===== config.mk =====
export PLATFORM = sky130hd
export DESIGN_NAME = srfc_emit
export DESIGN_NICKNAME = d
export VERILOG_FILES = /design/src/hdl/srfc_pkg.sv /design/src/hdl/srfc_emit.sv
export SDC_FILE = /design/constraint.sdc
export NUM_CORES = 1
export LEC_CHECK = 0
export BUFFER_PORTS_ARGS = -buffer_cell sky130_fd_sc_hd__buf_2
export CAP_MARGIN = 40
export CORE_ASPECT_RATIO = 0.7
export CORE_MARGIN = 10
export CORE_UTILIZATION = 54
export DETAILED_ROUTE_END_ITERATION = 8
export GPL_ROUTABILITY_DRIVEN = 1
export GPL_TIMING_DRIVEN = 0
export PLACE_DENSITY = 0.86
export SYNTH_ARGS = -nofsm -noshare
export SYNTH_HDL_FRONTEND = slang
export SYNTH_SLANG_ARGS = --single-unit

===== constraint.sdc =====
create_clock -name clk -period 6.6 [get_ports clk]
set_clock_uncertainty 0.2 [all_clocks]
set_input_delay 0.99 -clock clk [delete_from_list [all_inputs] [get_ports clk]]
set_output_delay 0.99 -clock clk [all_outputs]
set_load 0.02 [all_outputs]

===== src/hdl/srfc_pkg.sv =====
// ----------------------------------------------------------------------------
// srfc_pkg
// Shared constants, types and the bytewise Modbus CRC-16 update.
// ----------------------------------------------------------------------------
package srfc_pkg;

    localparam int FRAME_BYTES = 9;
    localparam int POS_W       = 4;
    localparam int BEAT_W      = 3;

    localparam logic [15:0] CRC_START = 16'hFFFF;
    localparam logic [15:0] CRC_POLY  = 16'hA001;

    localparam logic [7:0] CHAN_AFTER_PRESSURE    = 8'h04;
    localparam logic [7:0] CHAN_AFTER_TEMPERATURE = 8'h01;

    localparam logic [7:0] DEVICE_ADDRESS_RESET = 8'd250;
    localparam logic [7:0] READ_FUNCTION_RESET  = 8'd73;

    localparam logic [POS_W-1:0] POS_CRC_HIGH = POS_W'(FRAME_BYTES - 2);

    // request frame beats
    localparam logic [BEAT_W-1:0] BEAT_REPORT  = 3'd0;
    localparam logic [BEAT_W-1:0] BEAT_ADDRESS = 3'd1;
    localparam logic [BEAT_W-1:0] BEAT_FUNC    = 3'd2;
    localparam logic [BEAT_W-1:0] BEAT_CHANNEL = 3'd3;
    localparam logic [BEAT_W-1:0] BEAT_CRC_HI  = 3'd4;
    localparam logic [BEAT_W-1:0] BEAT_CRC_LO  = 3'd5;

    // configuration register indexes
    localparam logic REG_DEVICE_ADDRESS     = 1'b0;
    localparam logic REG_READ_FUNCTION_CODE = 1'b1;

    typedef struct packed {
        logic        load;
        logic        crc_ok;
        logic        quantity;
        logic [31:0] pressure;
        logic [31:0] temperature;
    } frame_done_t;

    function automatic logic [15:0] crc_byte(input logic [15:0] crc_in,
                                             input logic [7:0]  b);
        logic [15:0] c;
        c = crc_in ^ {8'h00, b};
        for (int k = 0; k < 8; k++)
        begin
            if (c[0])
                c = (c >> 1) ^ CRC_POLY;
            else
                c = c >> 1;
        end
        return c;
    endfunction

endpackage


===== src/hdl/srfc_emit.sv =====
// ----------------------------------------------------------------------------
// srfc_emit
// Result sequencer: one report beat, then the five request frame beats.
// ----------------------------------------------------------------------------
module srfc_emit
(
    input  logic                  clk,
    input  logic                  rst_n,
    input  srfc_pkg::frame_done_t done,
    input  logic [7:0]            device_address,
    input  logic [7:0]            read_function_code,
    output logic                  emit_ready,
    output logic                  out_valid,
    input  logic                  out_stall,
    output logic                  kind,
    output logic                  crc_ok,
    output logic                  quantity,
    output logic [31:0]           pressure_bits,
    output logic [31:0]           temperature_bits,
    output logic [7:0]            tx_byte,
    output logic                  last
);
    import srfc_pkg::*;

    logic [BEAT_W-1:0] beat_reg, beat_next;
    logic              busy_reg, busy_next;
    logic [15:0]       crc_reg, crc_next;
    logic              ok_reg;
    logic              qty_reg;
    logic [31:0]       press_reg;
    logic [31:0]       temp_reg;
    logic [7:0]        addr_reg;
    logic [7:0]        func_reg;
    logic              take;
    logic              is_report;
    logic [7:0]        chan;

    assign take       = busy_reg && !out_stall;
    assign emit_ready = !busy_reg || (take && beat_reg == BEAT_CRC_LO);
    assign out_valid  = busy_reg;
    assign is_report  = (beat_reg == BEAT_REPORT);
    assign chan       = qty_reg ? CHAN_AFTER_TEMPERATURE : CHAN_AFTER_PRESSURE;

    always_comb
    begin
        case (beat_reg)
            BEAT_ADDRESS: tx_byte = addr_reg;
            BEAT_FUNC:    tx_byte = func_reg;
            BEAT_CHANNEL: tx_byte = chan;
            BEAT_CRC_HI:  tx_byte = crc_reg[15:8];
            BEAT_CRC_LO:  tx_byte = crc_reg[7:0];
            default:      tx_byte = 8'h00;
        endcase
    end

    assign kind             = !is_report;
    assign crc_ok           = is_report && ok_reg;
    assign quantity         = is_report && qty_reg;
    assign pressure_bits    = is_report ? press_reg : 32'h0;
    assign temperature_bits = is_report ? temp_reg : 32'h0;
    assign last             = (beat_reg == BEAT_CRC_LO);

    always_comb
    begin
        beat_next = beat_reg;
        busy_next = busy_reg;
        crc_next  = crc_reg;
        if (done.load)
        begin
            beat_next = BEAT_REPORT;
            busy_next = 1'b1;
            crc_next  = CRC_START;
        end
        else if (take)
        begin
            if (beat_reg == BEAT_CRC_LO)
                busy_next = 1'b0;
            else
                beat_next = beat_reg + BEAT_W'(1);
            if (beat_reg == BEAT_ADDRESS || beat_reg == BEAT_FUNC ||
                beat_reg == BEAT_CHANNEL)
                crc_next = crc_byte(crc_reg, tx_byte);
        end
    end

    always_ff @(posedge clk)
    begin
        if (done.load)
        begin
            ok_reg    <= done.crc_ok;
            qty_reg   <= done.quantity;
            press_reg <= done.pressure;
            temp_reg  <= done.temperature;
            addr_reg  <= device_address;
            func_reg  <= read_function_code;
        end
    end

    always_ff @(posedge clk or negedge rst_n)
    begin
        if (!rst_n)
        begin
            beat_reg <= BEAT_REPORT;
            busy_reg <= 1'b0;
            crc_reg  <= CRC_START;
        end
        else
        begin
            beat_reg <= beat_next;
            busy_reg <= busy_next;
            crc_reg  <= crc_next;
        end
    end

endmodule


==> metrics.txt, run 1 <==
run status finished, final reports clean; commonest non-fill, non-tap cell in the layout buf_2; worst endpoint required time 5410 ps; via count 3406; crit end category output pin; PnR worst setup slack 2770 ps; Worst path most repeated cell clkbuf_1; Comb pwr share 24.9%; RePlAce Congestion just over 0.9; Max Cap Viol 0; startpoint class of the critical path register; total number of yosys warnings 0; CP max FO 10; Sum Neg Setup Slack 0 ps; area fraction of the dominant cell type after synthesis between 50% and 60%; overall power ~1700 uW; post-DP HPWL 8930 um; DR vias/cell 5.28; Seq/Total Area, Yosys 64.2%; worst r2r path cells 10; crit path buf inv count 6; ant diodes 0; FMAX 0.261 GHz; type of the worst setup path register to output pin; CP peak stage delay 380 ps; crit path time final 3830 ps; post-synthesis net count roughly 450; Cell Area, Synth 4640 um^2; mean area per synthesized cell 12.9 um^2; final net count 627; CP Cell Sequence buf_6 > buf_4 > clkbuf_1 > nor2b_1 > clkbuf_1 > clkbuf_1 > and2_1 > buf_2; GRT Residual Overflow 0; Hold WC Path Type register to register; final critical-path share of the clock period 58.0%; flop2flop setup slack 3420 ps; switch share 29.0%; row cnt 28; hold path cells 2; Slew HR 59.6%; register share of total power 45.3%; wire per inst between 15 and 20 um; largest cells by area after synthesis edfxtp_1, dfstp_2, and2_1; Slew Viols, Final 0; share of post-route cells with drive strength above 1 38.9%; worst r2r dst crc_reg[0]$_DFFE_PN1P_; Worst R2R Start beat_reg[1]$_DFFE_PN0P_; clock share of power 29.8%; hold buffer count at CTS 0; Initial Util 55.2%; Core ar. 8410 um^2; Buffers on Ports about 160; final routed DRC violation total 0; hold wc startpoint crc_reg[15]$_DFFE_PN1P_; # IOs 164; Setup Fix Bufs, Post-CTS 0; Yosys reg bits approximately 100; Longest Clk Path Bufs 2; pre-CTS setup slack 3110 ps; antenna viol nets, final 0; global-route wire length before repair roughly 18000 um; cts bufs inserted 9; H-tree levels 3; Worst-Margin Slew 606 ps; antenna violations before repair 0; RSZ-0062 raised after global routing no; Area growth, synth to finish 27.4%; Synth area leader edfxtp_1; total track usage 18.6%; P_sw 506 uW; DRT Pass-1 Iters 5; DR iter-0 viols ~240; commonest non-fill, non-tap cells in the layout buf_2, edfxtp_1, and2_1, nor2_1, inv_1; Clock Sinks 102; pin count of the biggest net entering global routing 70; CTS Root Cell clkbuf_16; Pint roughly 1200 uW; CTS tree built; LEAKAGE 0.00264 uW; clock transition at the registers of the reported paths 70 ps; Total Wirelength 11700 um; Die Height 97.6 um; Gate Count Post-Synth 361; Die ar. 12800 um^2; Worst VDD drop ~0.18 mV; Hold Vio Cnt, Final 0; Crit-path slowest cell dfrtp_1; Hold Path Sink crc_reg[15]$_DFFE_PN1P_; number of global-route vias before repair between 3000 and 4000; unique cell type count in the Yosys netlist 47; P per Cell Area between 200 and 300 nW/um^2; Setup violations, final 0; die width 131 um; clk_lat worst skew 340 ps; Critical Path AT ~2600 ps; cell class contributing the biggest share of worst-path delay buffers and inverters; post-cts resize count 0
[worst max path at each step]
stage | to | cells after the start | slack, ps | start
after floorplan | emit_ready | 7 | 3580 | beat_reg[1]$_DFFE_PN0P_
final | temperature_bits[20] | 8 | 2770 | beat_reg[2]$_DFFE_PN0P_
after CTS | temperature_bits[20] | 8 | 2710 | beat_reg[2]$_DFFE_PN0P_
after global placement | crc_reg[15]$_DFFE_PN1P_ | 4 | 3120 | done[66]
after global routing | temperature_bits[18] | 8 | 2510 | beat_reg[2]$_DFFE_PN0P_
after detailed placement | temperature_bits[20] | 8 | 3110 | beat_reg[2]$_DFFE_PN0P_
[Yosys cell counts (all sizes together)]
| master | number |
|---|---|
| edfxtp | 82 |
| and2 | 67 |
| nor2 | 21 |
| inv | 19 |
| nand2 | 17 |
| dfstp | 16 |
| clkbuf | 15 |
| a211o | 13 |
| nand2b | 10 |
| a21oi | 9 |
| o21ai | 8 |
| nand3 | 7 |
| xnor2 | 7 |
| buf | 6 |
| ha | 5 |
| a22oi | 4 |
| a41oi | 4 |
| dfrtp | 4 |
| mux2i | 4 |
| nand3b | 4 |
| nor4 | 4 |
| xor2 | 4 |
| and3 | 3 |
| and3b | 3 |
| nor2b | 3 |
| o221a | 3 |
| a211oi | 2 |
| a221oi | 2 |
| and4 | 2 |
| nor3 | 2 |
| o211ai | 2 |
| xnor3 | 2 |
| a21o | 1 |
| a31o | 1 |
| a32oi | 1 |
| and4b | 1 |
| nand4b | 1 |
| nor3b | 1 |
| o221ai | 1 |
[metrics by stage]
step / utilization, % / area, um^2 / hold WS, ps / cells
floorplan: - / 4640 / 301 / 361
global placement: 66.5 / 5590 / 323 / 629
detailed placement: 66.8 / 5620 / 341 / 630
CTS: 70.3 / 5910 / 355 / 645
global route: 70.3 / 5910 / 381 / 645
finish: 70.3 / 5910 / 355 / 645
[kinds of logic after synthesis]
family	count (synthesis)	share of synthesized area, %
xor gates and xnor gates	13	3.07
adders and majority gates	5	1.35
buffers and inverters	40	3.83
muxes	4	0.862
and+or+nand+nor	146	18.5
AOI/OAI and AO/OA	51	8.16
DFF	102	64.2
[tightest hold or removal path, stage by stage, from the launching register on]
cell      delay [ps]
dfstp_2          380
nor2_1            80
a211oi_1          90
[area by class of cell]
| type | count | area [um^2] |
|---|---|---|
| clock buffers | 9 | 225 |
| fillers | 599 | 2490 |
| well taps | 105 | 131 |
| repair buffers | 164 | 846 |
| flip-flops and latches | 102 | 2980 |
| clock inverters | 6 | 68.8 |
| plain buffers | 21 | 106 |
| multi-input cells | 219 | 1480 |
| inverters | 19 | 71.3 |
[metal layers]
layer  vias to the layer above  wire [um]  GRT usage [%]
met1                      1586       4490           21.4
met5                         -          0              0
li1                       1631          -              -
met3                        18       1400           9.21
met4                         0        216           5.46
met2                       171       5630           29.8
[power by group through the flow]
stage          sequential, uW  clock [uW]  combinational, uW
2_1_floorplan             795           0                287
3_5_place_dp              804           0                434
3_3_place_gp              801           0                424
4_1_cts                   791         537                437
5_1_grt                   797         558                473
6_report                  791         520                434
(Power assumes the default switching activity.)
==> run 2: changes to the inputs <==
--- a/config.mk
+++ b/config.mk
@@ -9,11 +9,11 @@
 export CAP_MARGIN = 40
 export CORE_ASPECT_RATIO = 0.7
 export CORE_MARGIN = 10
-export CORE_UTILIZATION = 54
+export CORE_UTILIZATION = 50
 export DETAILED_ROUTE_END_ITERATION = 8
 export GPL_ROUTABILITY_DRIVEN = 1
 export GPL_TIMING_DRIVEN = 0
-export PLACE_DENSITY = 0.86
+export PLACE_DENSITY = 0.8
 export SYNTH_ARGS = -nofsm -noshare
 export SYNTH_HDL_FRONTEND = slang
 export SYNTH_SLANG_ARGS = --single-unit
==> constraint.sdc (replaced) <==
create_clock -name clk -period 3.77 [get_ports clk]
set_clock_uncertainty 0.2 [all_clocks]
set_input_delay 0.5655 -clock clk [delete_from_list [all_inputs] [get_ports clk]]
set_output_delay 0.5655 -clock clk [all_outputs]
set_load 0.02 [all_outputs]
==> metrics.txt, run 2 (same netlist as run 1, synthesis figures left out) <==
run status finished, final reports clean (unchanged); Die ar. 13600 um^2 (was 12800 um^2); cell class contributing the biggest share of worst-path delay buffers and inverters (unchanged); number of global-route vias before repair 3590 (was 3533); Critical Path AT 2640 ps (about the same); DR iter-0 viols 248 (was 243); CP peak stage delay 380 ps (about the same); row cnt 29 (was 28); antenna violations before repair 0 (unchanged); Initial Util 51.2% (was 55.2%); clock transition at the registers of the reported paths 70 ps (about the same); hold path cells 1 (was 2); Worst-Margin Slew 567 ps (was 606 ps); Worst R2R Start beat_reg[1]$_DFFE_PN0P_ (unchanged); hold wc startpoint done[37] (was crc_reg[15]$_DFFE_PN1P_); Slew Viols, Final 0 (unchanged); total track usage 17.9% (was 18.6%); type of the worst setup path register to output pin (unchanged); commonest non-fill, non-tap cell in the layout buf_2 (unchanged); Slew HR 62.2% (was 59.6%); CTS Root Cell clkbuf_16 (unchanged); wire per inst 18.0 um (was 18.2 um); # IOs 164 (unchanged); crit path buf inv count 6 (unchanged); flop2flop setup slack 470 ps (was 3420 ps); LEAKAGE 0.00264 uW (about the same); Crit-path slowest cell dfrtp_1 (unchanged); Die Height 101 um (was 97.6 um); Hold WC Path Type input pin to register (was register to register); via count 3455 (was 3406); Sum Neg Setup Slack 0 ps (unchanged); Max Cap Viol 0 (unchanged); pin count of the biggest net entering global routing 52 (was 70); worst endpoint required time 3000 ps (was 5410 ps); commonest non-fill, non-tap cells in the layout buf_2, edfxtp_1, and2_1, nor2_1, inv_1 (unchanged); ant diodes 0 (unchanged); RSZ-0062 raised after global routing no (unchanged); final routed DRC violation total 0 (unchanged); Core ar. 9070 um^2 (was 8410 um^2); FMAX just under 0.3 GHz; GRT Residual Overflow 0 (unchanged); pre-CTS setup slack 553 ps (was 3110 ps); CP max FO 10 (unchanged); CP Cell Sequence buf_6 > buf_4 > clkbuf_1 > nor2b_1 > clkbuf_1 > clkbuf_1 > and2_1 > buf_2 (unchanged); PnR worst setup slack 367 ps (was 2770 ps); post-DP HPWL 9150 um (was 8930 um); CTS tree built (unchanged); Total Wirelength 12000 um (was 11700 um); cts bufs inserted 9 (unchanged); crit end category output pin (unchanged); final net count 628 (was 627); H-tree levels 3 (unchanged); Worst VDD drop 0.351 mV (was 0.180 mV); DRT Pass-1 Iters 4 (was 5); Buffers on Ports 163 (unchanged); crit path time final between 3000 and 4000 ps; Clock Sinks 102 (unchanged); worst r2r path cells 10 (unchanged); clk_lat worst skew 340 ps (about the same); DR vias/cell 5.19 (was 5.28); Hold Path Sink press_reg[5]$_DFFE_PP_ (was crc_reg[15]$_DFFE_PN1P_); final critical-path share of the clock period 90.3%; Setup violations, final 0 (unchanged); Hold Vio Cnt, Final 0 (unchanged); share of post-route cells with drive strength above 1 38.7% (was 38.9%); RePlAce Congestion 0.847 (was 0.910); post-cts resize count 0 (unchanged); worst r2r dst crc_reg[0]$_DFFE_PN1P_ (unchanged); startpoint class of the critical path register (unchanged); antenna viol nets, final 0 (unchanged); Longest Clk Path Bufs 2 (unchanged); Area growth, synth to finish 27.8% (was 27.4%); global-route wire length before repair 18900 um (was 18500 um); die width 135 um (was 131 um); Worst path most repeated cell clkbuf_1 (unchanged); P per Cell Area 509 nW/um^2 (was 295 nW/um^2)
-- run 2: cell count changes in the layout (fill, tap and decap cells not counted) --
cell,delta
inv_8,+2
bufinv_16,-1
clkinv_1,+1
dlygate4sd3_1,+1
inv_6,-1
-- run 2: how the worst max path moves through the flow --
stage                       startpoint                       to  slack, ps  depth (start not counted)
6_report       beat_reg[2]$_DFFE_PN0P_        pressure_bits[26]        370                          8
5_1_grt        beat_reg[2]$_DFFE_PN0P_     temperature_bits[10]        140                          8
4_1_cts        beat_reg[2]$_DFFE_PN0P_        pressure_bits[26]        320                          8
3_5_place_dp   beat_reg[0]$_DFFE_PN0P_   crc_reg[0]$_DFFE_PN1P_        550                         10
3_3_place_gp                  done[66]  crc_reg[15]$_DFFE_PN1P_        650                          4
2_1_floorplan  beat_reg[0]$_DFFE_PN0P_   crc_reg[0]$_DFFE_PN1P_       1020                         10
-- run 2: power by group --
group | leakage [uW] | switching, uW | total (uW) | internal, uW
combinational | 0.00148 | 443 | 760 | 317
sequential | 0.00102 | 44.8 | 1380 | 1340
clock | 0.000137 | 423 | 880 | 457
total | 0.00264 | 911 | 3020 | 2110
-- run 2: routing by layer --
layer  track usage (%)  vias to the layer above  share of wire (%)
li1                  -                     1630                  -
met1              18.3                     1642                 37
met2              29.9                      163                 49
met3              9.91                       20                 12
met4              7.10                        0                1.9
met5                 0                        -                  0
-- run 2: stage by stage --
step                      total power [uW]  utilization, %  hold slack [ps]  cell area, um^2  cells
after floorplan                       1900               -             69.9             4640    361
after global placement                2150            61.9              332             5610    648
after detailed placement              2170            62.2              329             5640    649
after CTS                             3050            65.4              178             5940    666
after global routing                  3160            65.4              173             5940    666
final                                 3020            65.4              188             5940    666
-- run 2: cell type report --
cell class              instances  area [um^2]
plain buffers                  21          106
multi-input cells             219         1480
inverters                      19         71.3
fillers                       716         3140
clock inverters                 7         56.3
well taps                     124          155
flip-flops and latches        102         2980
repair buffers                165          856
clock buffers                   9          225
-- run 2: worst register-to-register path: cells and delay by family (launching register included) --
family                   cells  cell delay (ps)
buffers and inverters        2              260
AO/OA/AOI/OAI                2              570
AND/OR/NAND/NOR              2              510
XOR/XNOR                     3             1050
adder cells (fa/ha/maj)      1              220
flip-flops                   1              420
-- run 2: what timing repair did --
| item | in CTS | in global routing |
|---|---|---|
| setup buffers | 0 | 0 |
| setup endpoints to repair | 0 | 0 |
| hold endpoints to repair | 4 | 0 |
| hold buffers | 1 | 0 |
==> run 3: changes to the inputs <==
--- a/config.mk
+++ b/config.mk
@@ -12,8 +12,9 @@
 export CORE_UTILIZATION = 50
 export DETAILED_ROUTE_END_ITERATION = 8
 export GPL_ROUTABILITY_DRIVEN = 1
-export GPL_TIMING_DRIVEN = 0
+export MAX_ROUTING_LAYER = met4
 export PLACE_DENSITY = 0.8
+export SLEW_MARGIN = 10
 export SYNTH_ARGS = -nofsm -noshare
 export SYNTH_HDL_FRONTEND = slang
 export SYNTH_SLANG_ARGS = --single-unit
==> metrics.txt, run 3 (same netlist as run 1, synthesis figures left out) <==
worst endpoint required time 3840 ps (was 3000 ps); run status finished, final reports clean (unchanged); # IOs 164 (unchanged); crit end category register (was output pin); share of post-route cells with drive strength above 1 40.1% (was 38.7%); LEAKAGE 0.00262 uW (was 0.00264 uW); Sum Neg Setup Slack 0 ps (unchanged); CTS tree built (unchanged); Buffers on Ports 163 (unchanged); Die ar. 13600 um^2 (unchanged); antenna violations before repair 0 (unchanged); P per Cell Area 510 nW/um^2 (was 509 nW/um^2); Initial Util 51.2% (unchanged); pin count of the biggest net entering global routing 62 (was 52); DR vias/cell 5.10 (was 5.19); Longest Clk Path Bufs 2 (unchanged); Clock Sinks 102 (unchanged); type of the worst setup path register to register (was register to output pin); CTS Root Cell clkbuf_16 (unchanged); via count 3314 (was 3455); post-route design area 5880 um^2 (was 5940 um^2); Setup violations, final 0 (unchanged); CP max FO 19 (was 10); commonest non-fill, non-tap cell in the layout buf_2 (unchanged); RSZ-0062 raised after global routing no (unchanged); pre-CTS setup slack 412 ps (was 553 ps); Core ar. 9070 um^2 (unchanged); Max Cap Viol 0 (unchanged); GRT Residual Overflow 0 (unchanged); DR iter-0 viols 181 (was 248); Area growth, synth to finish 26.7% (was 27.8%); post-cts resize count 0 (unchanged); DRT Pass-1 Iters 4 (unchanged); Critical Path AT 3430 ps (was 2640 ps); antenna viol nets, final 0 (unchanged); RePlAce Congestion 0.842 (was 0.847); Die Height 101 um (unchanged); FMAX 0.298 GHz (was 0.294 GHz); number of global-route vias before repair 3375 (was 3590); final net count 612 (was 628); Worst VDD drop 0.404 mV (was 0.351 mV); Hold WC Path Type input pin to register (unchanged); post-DP HPWL 8450 um (was 9150 um); commonest non-fill, non-tap cells in the layout buf_2, edfxtp_1, and2_1, nor2_1, inv_1 (unchanged); clock transition at the registers of the reported paths 70 ps (about the same); Slew Viols, Final 0 (unchanged); cts bufs inserted 9 (unchanged); Worst-Margin Slew 733 ps (was 567 ps); ant diodes 0 (unchanged); crit path time final 3350 ps (was 3400 ps); H-tree levels 3 (unchanged); Total Wirelength 11200 um (was 12000 um); final critical-path share of the clock period 88.9% (was 90.3%); startpoint class of the critical path register (unchanged); final routed DRC violation total 0 (unchanged); Hold Vio Cnt, Final 0 (unchanged); dpl cell area 5590 um^2 (was 5640 um^2); flop2flop setup slack 420 ps (was 470 ps); row cnt 29 (unchanged); wire per inst 17.2 um (was 18.0 um); Slew HR 51.1% (was 62.2%); clk_lat worst skew 340 ps (about the same); global-route wire length before repair 17300 um (was 18900 um); total track usage 16.9% (was 17.9%); PnR worst setup slack 417 ps (was 367 ps); die width 135 um (unchanged)
[run 3: metal layers]
| metal | up-vias | part of all wire, % | GRT usage (%) |
|---|---|---|---|
| li1 | 1603 | - | - |
| met1 | 1563 | 39 | 18.2 |
| met2 | 130 | 49 | 26.8 |
| met3 | 18 | 10 | 7.97 |
| met4 | 0 | 1.9 | 6.44 |
| met5 | - | 0 | - |
[run 3: per-stage QoR]
stage | hold slack [ps] | power [uW] | std cells | util (%)
finish | 194 | 3000 | 650 | 64.9
global route | 177 | 3140 | 650 | 64.9
CTS | 179 | 3040 | 650 | 64.9
detailed placement | 342 | 2160 | 633 | 61.6
global placement | 320 | 2140 | 633 | 61.6
floorplan | 69.9 | 1900 | 361 | -
[run 3: critical path, cell delays in order, from the launching register on]
cell	delay [ps]
dfrtp_1	420
inv_1	100
ha_1	600
a22oi_1	220
and4_1	280
nor4_4	280
xor2_1	210
xnor3_2	500
xnor3_1	350
o21ai_1	120
[run 3: cell type report]
class	count	area [um^2]
Clock buffer	10	229
Clock inverter	6	52.6
Fill cell	721	3190
Inverter	19	71.3
Multi-Input combinational cell	219	1490
Sequential cell	102	2980
Tap cell	124	155
Timing Repair Buffer	170	898
[run 3: where the power goes]
group | switching (uW) | internal [uW] | leakage, uW | total (uW)
clock network | 406 | 458 | 0.000132 | 864
registers | 44.6 | 1340 | 0.00102 | 1380
logic | 434 | 316 | 0.00146 | 750
[run 3: worst paths after layout]
kind | from | to | cells past startpoint
max | beat_reg[1]$_DFFE_PN0P_ | crc_reg[0]$_DFFE_PN1P_ | 9
max in group asynchronous | rst_n | crc_reg[11]$_DFFE_PN1P_ | 2
max reg2reg | beat_reg[1]$_DFFE_PN0P_ | crc_reg[0]$_DFFE_PN1P_ | 9
min reg2reg | crc_reg[14]$_DFFE_PN1P_ | crc_reg[14]$_DFFE_PN1P_ | 2
min | done[42] | press_reg[10]$_DFFE_PP_ | 1
min in group asynchronous | rst_n | out_valid$_DFFE_PN0P_ | 2
[run 3: timing repair]
| action | CTS | global route |
|---|---|---|
| hold buffers | 1 | 0 |
| endpoints found under the hold margin | 4 | 0 |
| setup buffers | 0 | 0 |
